**config.mk**
```make
export PLATFORM = sky130hd
export DESIGN_NAME = fwq_cell
export DESIGN_NICKNAME = d
export VERILOG_FILES = /design/src/sv/fwq_pkg.sv /design/src/sv/fwq_cell.sv
export SDC_FILE = /design/constraint.sdc
export NUM_CORES = 1
export LEC_CHECK = 0
export BUFFER_PORTS_ARGS = -buffer_cell sky130_fd_sc_hd__buf_2
export CAP_MARGIN = 0
export CORE_AREA = 2 2 235 237
export CTS_CLUSTER_SIZE = 14
export DETAILED_ROUTE_END_ITERATION = 12
export DIE_AREA = 0 0 237 239
export SETUP_SLACK_MARGIN = 0.4
export SLEW_MARGIN = 20
export SYNTH_ARGS = -nofsm -noshare
export SYNTH_HDL_FRONTEND = slang
export SYNTH_SLANG_ARGS = --single-unit
```
**constraint.sdc**
```tcl
create_clock -name clk_i -period 4.3 [get_ports clk_i]
set_input_delay 0.43 -clock clk_i [delete_from_list [all_inputs] [get_ports clk_i]]
set_output_delay 0.43 -clock clk_i [all_outputs]
set_load 0.05 [all_outputs]
```
**src/sv/fwq_pkg.sv**
```systemverilog
// ----------------------------------------------------------------------------
// fwq_pkg: shared types and codes of the futex wait queue engine
// Request and response payloads, command and status codes, cell control.
// ----------------------------------------------------------------------------
package fwq_pkg;

  localparam logic [3:0] FUNC_WAIT        = 4'd0;
  localparam logic [3:0] FUNC_WAKE        = 4'd1;
  localparam logic [3:0] FUNC_REQUEUE     = 4'd3;
  localparam logic [3:0] FUNC_CMP_REQUEUE = 4'd4;
  localparam logic [3:0] FUNC_WAIT_MASK   = 4'd9;
  localparam logic [3:0] FUNC_WAKE_MASK   = 4'd10;
  localparam logic [3:0] FUNC_CANCEL      = 4'd15;

  localparam logic [2:0] STATUS_OK        = 3'd0;
  localparam logic [2:0] STATUS_MISMATCH  = 3'd1;
  localparam logic [2:0] STATUS_BAD_MASK  = 3'd2;
  localparam logic [2:0] STATUS_UNSUPP    = 3'd3;
  localparam logic [2:0] STATUS_FULL      = 3'd4;
  localparam logic [2:0] STATUS_NOT_FOUND = 3'd5;

  typedef struct packed {
    logic [3:0]         func;
    logic [21:0]        thread_id;
    logic [63:0]        wait_addr;
    logic [63:0]        second_addr;
    logic signed [31:0] value_arg;
    logic signed [31:0] extra_arg;
    logic               value_present;
    logic [63:0]        current_value;
  } req_t;

  typedef struct packed {
    logic [2:0]  status;
    logic [6:0]  woken_count;
    logic [6:0]  moved_count;
    logic        thread_waiting;
    logic [63:0] thread_wait_addr;
  } rsp_t;

  // One waiter; flg marks an entry bound for the tail during requeue.
  typedef struct packed {
    logic [21:0] thr;
    logic [63:0] adr;
    logic [31:0] msk;
    logic        flg;
  } entry_t;

  typedef enum logic [1:0] {
    CELL_HOLD,
    CELL_SHIFT,
    CELL_SORT,
    CELL_APPEND
  } cell_op_e;

  typedef struct packed {
    cell_op_e op;
    logic     keep;
    logic     phase;
    entry_t   head;
    entry_t   fresh;
  } cell_ctl_t;

endpackage

```
**src/sv/fwq_cell.sv**
```systemverilog
// ----------------------------------------------------------------------------
// fwq_cell: one slot of the waiter chain
// Shifts towards the head, takes the recirculated head at the tail, takes a
// new entry on append, and swaps with a neighbour in odd-even sort steps.
// ----------------------------------------------------------------------------
module fwq_cell #(
  parameter int IDX = 0,
  parameter int CW  = 7
) (
  input  logic               clk_i,
  input  fwq_pkg::cell_ctl_t ctl_i,
  input  logic [CW-1:0]      count_i,
  input  fwq_pkg::entry_t    left_i,
  input  fwq_pkg::entry_t    right_i,
  output fwq_pkg::entry_t    q_o
);

  localparam logic ODD = 1'(IDX % 2);

  fwq_pkg::entry_t slot_q, slot_d;
  logic is_tail, is_free, in_range, right_in_range;

  assign is_tail        = (CW'(IDX) + CW'(1)) == count_i;
  assign is_free        = CW'(IDX) == count_i;
  assign in_range       = CW'(IDX) < count_i;
  assign right_in_range = (CW'(IDX) + CW'(1)) < count_i;

  always_comb begin
    slot_d = slot_q;
    case (ctl_i.op)
      fwq_pkg::CELL_SHIFT: begin
        slot_d = (ctl_i.keep && is_tail) ? ctl_i.head : right_i;
      end
      fwq_pkg::CELL_APPEND: begin
        if (is_free) slot_d = ctl_i.fresh;
      end
      fwq_pkg::CELL_SORT: begin
        if (ODD == ctl_i.phase) begin
          // left of pair: hand a flagged entry rightwards
          if (slot_q.flg && !right_i.flg && right_in_range) slot_d = right_i;
        end else if (IDX > 0) begin
          if (left_i.flg && !slot_q.flg && in_range) slot_d = left_i;
        end
      end
      default: slot_d = slot_q;
    endcase
  end

  always_ff @(posedge clk_i) begin
    slot_q <= slot_d;
  end

  assign q_o = slot_q;

endmodule

```
==> results of run 1 <==
## metrics by stage
step | util, % | setup WS [ps] | area [um^2]
2_1_floorplan | - | 1380 | 7830
3_3_place_gp | 20.1 | 1580 | 10900
3_5_place_dp | 20.1 | 1570 | 10900
4_1_cts | 21.2 | 1910 | 11500
5_1_grt | 21.2 | 1800 | 11500
6_report | 21.2 | 1960 | 11500
## critical path: cells and delay by family, from the launching register on
family | cells | cell delay, ps
AOI/OAI and AO/OA | 2 | 860
buffers and inverters | 1 | 570
DFF | 1 | 340
and+or+nand+nor | 1 | 120
## metal layers
layer	vias to the layer above	GRT usage (%)	share of wire, %
met1	4315	16.2	42
met3	69	5.01	10
met4	10	6.31	3.4
met5	-	0	0.18
met2	536	20.2	45
li1	4101	-	-
## layout make-up
class	count	area [um^2]	share of cell area (%)
Antenna cell	8	20.0	0.174
Clock buffer	18	429	3.72
Clock inverter	14	159	1.38
Inverter	1	6.26	0.0543
Multi-Input combinational cell	606	3850	33.4
Sequential cell	119	3570	31.0
Tap cell	704	881	7.64
Timing Repair Buffer	505	2610	22.7
## power by group
group          internal (mW)  switching (mW)
combinational          0.294           0.608
clock                  0.900           0.592
sequential              1.38          0.0222
total                   2.57            1.22
## path summary, 6_finish.rpt
kind / from / endpoint / cells past startpoint
hold / removal: ctl_i[63] / q_o[63] / 3
hold reg to reg: q_o[0] / q_o[77] / 3
setup reg to reg: q_o[0] / q_o[8] / 4
setup / recovery: q_o[0] / q_o[8] / 4
## cell usage after synthesis (all sizes together) (2+ instances only)
cell type / n
and2b: 2
buf: 36
nand4: 119
nor2b: 118
and2: 2
clkbuf: 68
o211ai: 119
nand2: 119
edfxtp: 119
nand2b: 2
a22oi: 119
## cell families (layout without fill, tap and decap cells)
kind of cell    after synthesis  count (layout)  share of synthesized area, %
compound gates              240             240                          23.1
buf+inv                     105             538                          5.58
flops                       119             119                          45.7
other cells                   0               8                             0
simple gates                366             366                          25.7
==> results.yml, run 1 <==
route:
  via_count: 9031
  vias_per_cell: 4.57
  ant_nets: 0
  post_drt_wl_per_cell_um: 19.6
  wl_um: 38700
  drc_errors: 0
  first_pass_iters: 5
  dr.first_iter.drc_count: 601
setup_path:
  crit_fanout: 47
  rrSetupSlack_ps: 1960
  crit_path_top_delay_cell: "buf_4"
  cp-start-kind: "flop"
  worstPathArrival_ps: 2450
  path_cells: "nand2b_1 -> a2111oi_0 -> a211o_4 -> buf_4"
  worst_ep_required_time_ps: 4410
  critPathMaxStageDelay_ps: 570
  cp-end-kind: "flop"
  path_class: "flop to flop"
floorplan:
  die_y_um: 239
  coreArea_mm2: 0.0543
  die_area_mm2: 0.0566
  io_pins: 607
  rows: 86
  die_w_um: 237
  initial_core_util_pct: 14.4
global_routing:
  antenna_found_initial: 17
  grt_pass1_vias: 8615
  grt_pass1_wl_um: 54900
  grt_max_degree: 63
  grt_usage_pct: 13.2
  grt_overflow: 0
yosys:
  synth_ff_type: "edfxtp_1"
  ys_seq_area_share_pct: 45.7
  ys_ff_latch: 119
  netlist_instances: 830
  synth_top_area_share_pct: 45.7
  mappedNetlistArea_mm2: 0.00783
  synth_edf_count: 119
  yosys.area.top_type: "edfxtp_1"
  syn-num-nets: 1318
  synth-async-reset-ratio_pct: 0
  synthTopCellsByArea: "edfxtp_1 46%, a22oi_1 11%, o211ai_1 11%"
  synth_cell_types: 20
  yosys_warnings: 0
  syn_avg_cell_area_um2: 9.43
timing:
  finalCritPeriodShare_pct: 54.5
  min_period_ps: 2340
  clock.fmax_ghz: 0.427
  fin_tns_setup_ps: 0
  fin_skew_ps: 6.74
  drv_slew: 0
  maxSlewHeadroom_pct: 43.2
  hold_viol: 0
  hold-worst-slack_ps: 279
  tightest_slew_ps: 852
  rsz0062_at_grt: "no"
  setup-violations-final: 0
place:
  finalWeightedCongestion: 0.888
  placed_cells: 1935
  port_buffers: 487
  hpwl_um: 28800
clocking:
  cts.sinks: 119
  hold_buffers: 0
  cts_buffers: 17
  cts_root_buf: "clkbuf_16"
  cts_max_level: 4
  cts_post_setup_buffers_inserted: 0
  cts_tree: "yes"
  post_cts_resized: 0
  cts.reportedPaths.clkPinSlew_ps: 60
  cts.path.max_buffers: 2
  clock_latency_ps: 470
layout:
  area_delta_synth_final_pct: 47.3
  fillers: 5977
  largest_reg_flops: 119
  final_cells: 1975
  nNetsFinal: 1738
  drive_gt1_share_pct: 42.9
  layout_commonest_cell: "buf_2"
power:
  power_density_mw_per_mm2: 329
  p_total_mw: 3.79
  ir_drop_mv: 0.306
  p_leak_nw: 4.40
hold_path:
  min_path_type: "input port to flop"
flow_run:
  maxCapViolations: 0
status:
  status: "finished clean"
Power figures use the tool's default switching activity.
==> run 2, diff against run 1 <==
- CORE_AREA: 2 2 235 237 -> 2 2 237 239
- DIE_AREA: 0 0 237 239 -> 0 0 239 241
- clock period: 4.3 -> 2 ns (I/O delays scaled with it)
==> run 2 against run 1 <==
Critical path depth did not move. Final area up 6.8%. Worst setup slack worse by 1500 ps. Non-clock buffer count up 59. Clock power up 130%. Fmax rose by 49%. Routed wire length shrank 4.5%. First-iteration DRC count shrank 1.7%. Hold slack worse by 230 ps.
==> results.yml, run 2 (same netlist as run 1, synthesis figures left out) <==
global_routing:
  grt_pass1_wl_um: 52200
  grt_overflow: 0
  grt_usage_pct: 12.2
  grt_pass1_vias: 8765
  antenna_found_initial: 3
  grt_max_degree: 85
flow_run:
  maxCapViolations: 0
place:
  finalWeightedCongestion: 0.863
  placed_cells: 1958
  hpwl_um: 27600
  dpl_cell_area_mm2: 0.0113
  place_ws_ps: 145
  port_buffers: 487
floorplan:
  coreArea_mm2: 0.0549
  rows: 86
  die_y_um: 241
  die_w_um: 239
  initial_core_util_pct: 14.3
  die_area_mm2: 0.0576
  io_pins: 607
layout:
  drive_gt1_share_pct: 43.2
  final_cells: 2025
  nNetsFinal: 1797
  final_cell_area_mm2: 0.0123
  area_delta_synth_final_pct: 57.4
  largest_reg_flops: 119
  layout_commonest_cell: "buf_2"
  num_antenna_cells: 0
route:
  post_drt_wl_per_cell_um: 18.3
  wl_um: 37000
  ant_nets: 0
  vias_per_cell: 4.63
  via_count: 9377
  first_pass_iters: 6
  dr.first_iter.drc_count: 591
  drc_errors: 0
setup_path:
  worst_ep_required_time_ps: 2140
  crit_family: "compound AO/OA/AOI/OAI gates"
  cp.depth: 4
  cp_num_buf_inv: 1
  cp-start-kind: "flop"
  crit_fanout: 56
  path_class: "flop to flop"
  path_cells: "nand2b_2 -> a2111oi_4 -> a211o_4 -> buf_12"
  worstPathArrival_ps: 1710
  critPathMaxStageDelay_ps: 360
  crit_path_top_delay_cell: "edfxtp_1"
  cp-end-kind: "flop"
  r2r_cells: 4
timing:
  fin_tns_setup_ps: 0
  finalCritPeriodShare_pct: 78.8
  worst_slack_ps: 424
  clock.fmax_ghz: 0.635
  min_period_ps: 1580
  maxSlewHeadroom_pct: 52.5
  setup-violations-final: 0
  drv_slew: 0
  rsz0062_at_grt: "yes"
  fin_skew_ps: 22.0
  tightest_slew_ps: 712
  hold_viol: 0
clocking:
  cts.sinks: 119
  cts_tree: "yes"
  clock_latency_ps: 480
  cts_buffers: 17
  cts.path.max_buffers: 2
  cts_root_buf: "clkbuf_16"
  cts_max_level: 4
  cts.reportedPaths.clkPinSlew_ps: 60
power:
  p_leak_nw: 4.77
  power_density_mw_per_mm2: 690
  ir_drop_mv: 0.667
  p_total_mw: 8.50
hold_path:
  hold_depth: 3
  min_path_type: "input port to flop"
status:
  status: "finished clean"
run 2: cell types whose count changed in the layout (fill, tap and decap cells not counted), moves of 2 or more:
cell           before  now
dlygate4sd3_1       0   31
buf_12              3   17
buf_4              16   26
diode_2             8    0
clkinvlp_4          5    2
buf_6               0    2
bufinv_16           3    5
clkinv_2            3    1
run 2: cell type report:
class / count / area (um^2)
fillers: 5994 / 42600
multi-input cells: 606 / 3870
flip-flops and latches: 119 / 3570
repair buffers: 564 / 3350
well taps: 704 / 881
clock buffers: 18 / 429
clock inverters: 13 / 204
inverters: 1 / 6.26
run 2: what timing repair did:
item,in CTS,in global routing
cloned,0,1
endpoints found under the setup margin,112,75
endpoints found under the hold margin,31,0
gates resized for setup,2,3
hold buffers,31,0
setup buffers,0,4
run 2: final timing paths:
check / start / to / slack, ps
max reg2reg: q_o[0] / q_o[88] / 420
min reg2reg: q_o[0] / q_o[75] / 1220
max: q_o[0] / q_o[88] / 420
min: ctl_i[18] / q_o[18] / 50
run 2: through the flow:
stage / hold slack (ps) / util, %
2_1_floorplan: 427 / -
3_3_place_gp: 519 / 20.6
3_5_place_dp: 521 / 20.6
4_1_cts: 0.0463 / 22.3
5_1_grt: 29.8 / 22.4
6_report: 53.1 / 22.4
run 2: tightest hold or removal path, cell delays in order:
cell and delay [ps]:
buf_2 80, a22oi_1 60, o211ai_1 80
run 2: power breakdown:
part           leakage (nW)  switching [mW]  internal [mW]
clock network         0.301            1.22           2.19
registers              1.13          0.0425           2.96
logic                  3.34            1.34          0.745
total                  4.77            2.60           5.89
run 2: routing by layer:
| metal | vias up | wire (um) | GRT usage (%) |
|---|---|---|---|
| li1 | 4217 | - | - |
| met1 | 4487 | 14700 | 14.5 |
| met2 | 593 | 17400 | 19.5 |
| met3 | 76 | 3400 | 3.59 |
| met4 | 4 | 1480 | 7.37 |
| met5 | - | 27 | 0 |
==> run 3, diff against run 2 <==
- CORE_AREA: 2 2 237 239 -> 2 2 235 237
- DIE_AREA: 0 0 239 241 -> 0 0 237 239
- clock period: 2 -> 1.5 ns (I/O delays scaled with it)
==> run 3 against run 2 <==
Non-clock buffer count up 178. The flow now finishes with violations (setup timing). Combinational power up 65%. Critical path depth up 1. Via count up 7.5%. Final area up 23%. Power up 35%. Critical endpoint is now q_o[71]. Worst setup slack worse by 450 ps.
==> results.yml, run 3 (same netlist as run 1, synthesis figures left out) <==
layout:
  final_cell_area_mm2: 0.0151
  area_delta_synth_final_pct: 93.5
  largest_reg_flops: 119
  layout_commonest_cell: "buf_2"
  finish.utilization_pct: 27.9
  drive_gt1_share_pct: 44.0
  layout_common_cells: "365 x buf_2, 139 x buf_6"
  nNetsFinal: 1975
floorplan:
  rows: 86
  die_y_um: 239
  io_pins: 607
  die_area_mm2: 0.0566
  die_w_um: 237
  initial_core_util_pct: 14.4
  coreArea_mm2: 0.0543
timing:
  setup-violations-final: 35
  drv_slew: 0
  hold_viol: 0
  min_period_ps: 1520
  worst_slack_ps: -24.9
  clock.fmax_ghz: 0.656
  tightest_slew_ps: 665
  rsz0062_at_grt: "yes"
  fin_skew_ps: 11.4
  finalCritPeriodShare_pct: 102
  maxSlewHeadroom_pct: 55.7
hold_path:
  min_path_type: "input port to flop"
  min_from: "ctl_i[78]"
  hold_end: "q_o[78]"
  hold_depth: 3
setup_path:
  critPathMaxStageDelay_ps: 390
  timing.rr.end: "q_o[71]"
  cp-start-kind: "flop"
  cp_num_buf_inv: 2
  r2r-start: "q_o[0]"
  crit_path_top_delay_cell: "edfxtp_1"
  path_class: "flop to flop"
  crit_fanout: 11
  rrSetupSlack_ps: -20
  r2r_cells: 5
  worst_ep_required_time_ps: 1670
  worstPathArrival_ps: 1700
  cp-end-kind: "flop"
  crit_family: "compound AO/OA/AOI/OAI gates"
  path_cells: "nand2b_4 -> a2111oi_4 -> a211o_4 -> buf_12 -> buf_6"
route:
  ant_nets: 0
  first_pass_iters: 5
  vias_per_cell: 4.57
  dr.first_iter.drc_count: 648
  via_count: 10082
  drc_errors: 0
  post_drt_wl_per_cell_um: 19.8
  wl_um: 43600
place:
  dpl_cell_area_mm2: 0.0117
  place_ws_ps: -331
  hpwl_um: 30200
  port_buffers: 487
  finalWeightedCongestion: 0.936
clocking:
  cts.sinks: 119
  cts.reportedPaths.clkPinSlew_ps: 60
  clock_latency_ps: 460
  cts_max_level: 4
  cts_buffers: 17
  cts_tree: "yes"
  cts_root_buf: "clkbuf_16"
  cts.path.max_buffers: 2
status:
  violations: "setup timing"
  status: "finished, violations left"
flow_run:
  maxCapViolations: 0
global_routing:
  grt_usage_pct: 14.7
  grt_overflow: 0
  grt_pass1_wl_um: 61100
  grt_max_degree: 57
  grt_pass1_vias: 10177
  antenna_found_initial: 6
power:
  power_density_mw_per_mm2: 755
  p_leak_nw: 6.02
  p_total_mw: 11.4
  ir_drop_mv: 0.842
-- run 3: cell types whose count changed in the layout (fill, tap and decap cells not counted), moves of 2 or more --
cell           before  now
clkinv_2            1    5
diode_2             0    5
bufinv_16           5    2
dlygate4sd3_1      31  118
buf_8               0   13
buf_6               2  139
buf_4              26   61
clkinv_4            2    0
clkbuf_16          18   22
buf_12             17   31
buf_2             486  365
buf_16              1   10
-- run 3: worst register-to-register path: stages, from the launching register on --
cell	delay, ps
edfxtp_1	390
nand2b_4	90
a2111oi_4	230
a211o_4	180
buf_12	160
buf_6	180
-- run 3: report_power, final --
group | internal, mW | leakage [nW] | total (mW) | switching (mW)
logic | 1.54 | 4.62 | 3.43 | 1.89
clock network | 2.39 | 0.265 | 3.93 | 1.54
registers | 3.96 | 1.13 | 4.07 | 0.118
-- run 3: area by class of cell --
type,count,area (um^2)
Clock buffer,19,433
Inverter,1,6.26
Clock inverter,12,111
Multi-Input combinational cell,606,3870
Tap cell,704,881
Sequential cell,119,3570
Antenna cell,5,12.5
Fill cell,5579,39200
Timing Repair Buffer,742,6250
-- run 3: worst max-delay path by stage --
stage | start | endpoint | slack, ps | depth (start not counted)
finish | q_o[0] | q_o[71] | -20 | 5
global route | q_o[0] | q_o[38] | -90 | 5
CTS | q_o[0] | q_o[63] | -30 | 5
detailed placement | count_i[2] | q_o[13] | -330 | 6
global placement | count_i[2] | q_o[13] | -330 | 6
floorplan | q_o[0] | q_o[0] | -760 | 3
-- run 3: layer usage --
| layer | up-vias | GRT usage [%] | routed length, um |
|---|---|---|---|
| li1 | 4597 | - | - |
| met1 | 4732 | 17.4 | 18000 |
| met2 | 653 | 23.9 | 20300 |
| met3 | 100 | 4.69 | 3730 |
| met4 | 0 | 7.52 | 1600 |
| met5 | - | 0 | 0 |
-- run 3: what timing repair did --
action                                  4_1_cts  5_1_grt
resized for setup                           302        8
pin swaps                                    30       24
cloned                                        9        6
setup buffers                                22        5
endpoints found under the setup margin      354      357
endpoints found under the hold margin        93        0
hold buffers                                118        0
-- run 3: stage by stage --
stage | std cells | TNS, ps | hold WS (ps)
after floorplan | 830 | -90490 | 377
after global placement | 2012 | -57400 | 474
after detailed placement | 2012 | -47140 | 476
after CTS | 2192 | -1640 | 0.262
after global routing | 2204 | -8000 | 6.40
final | 2208 | -578 | 38.5
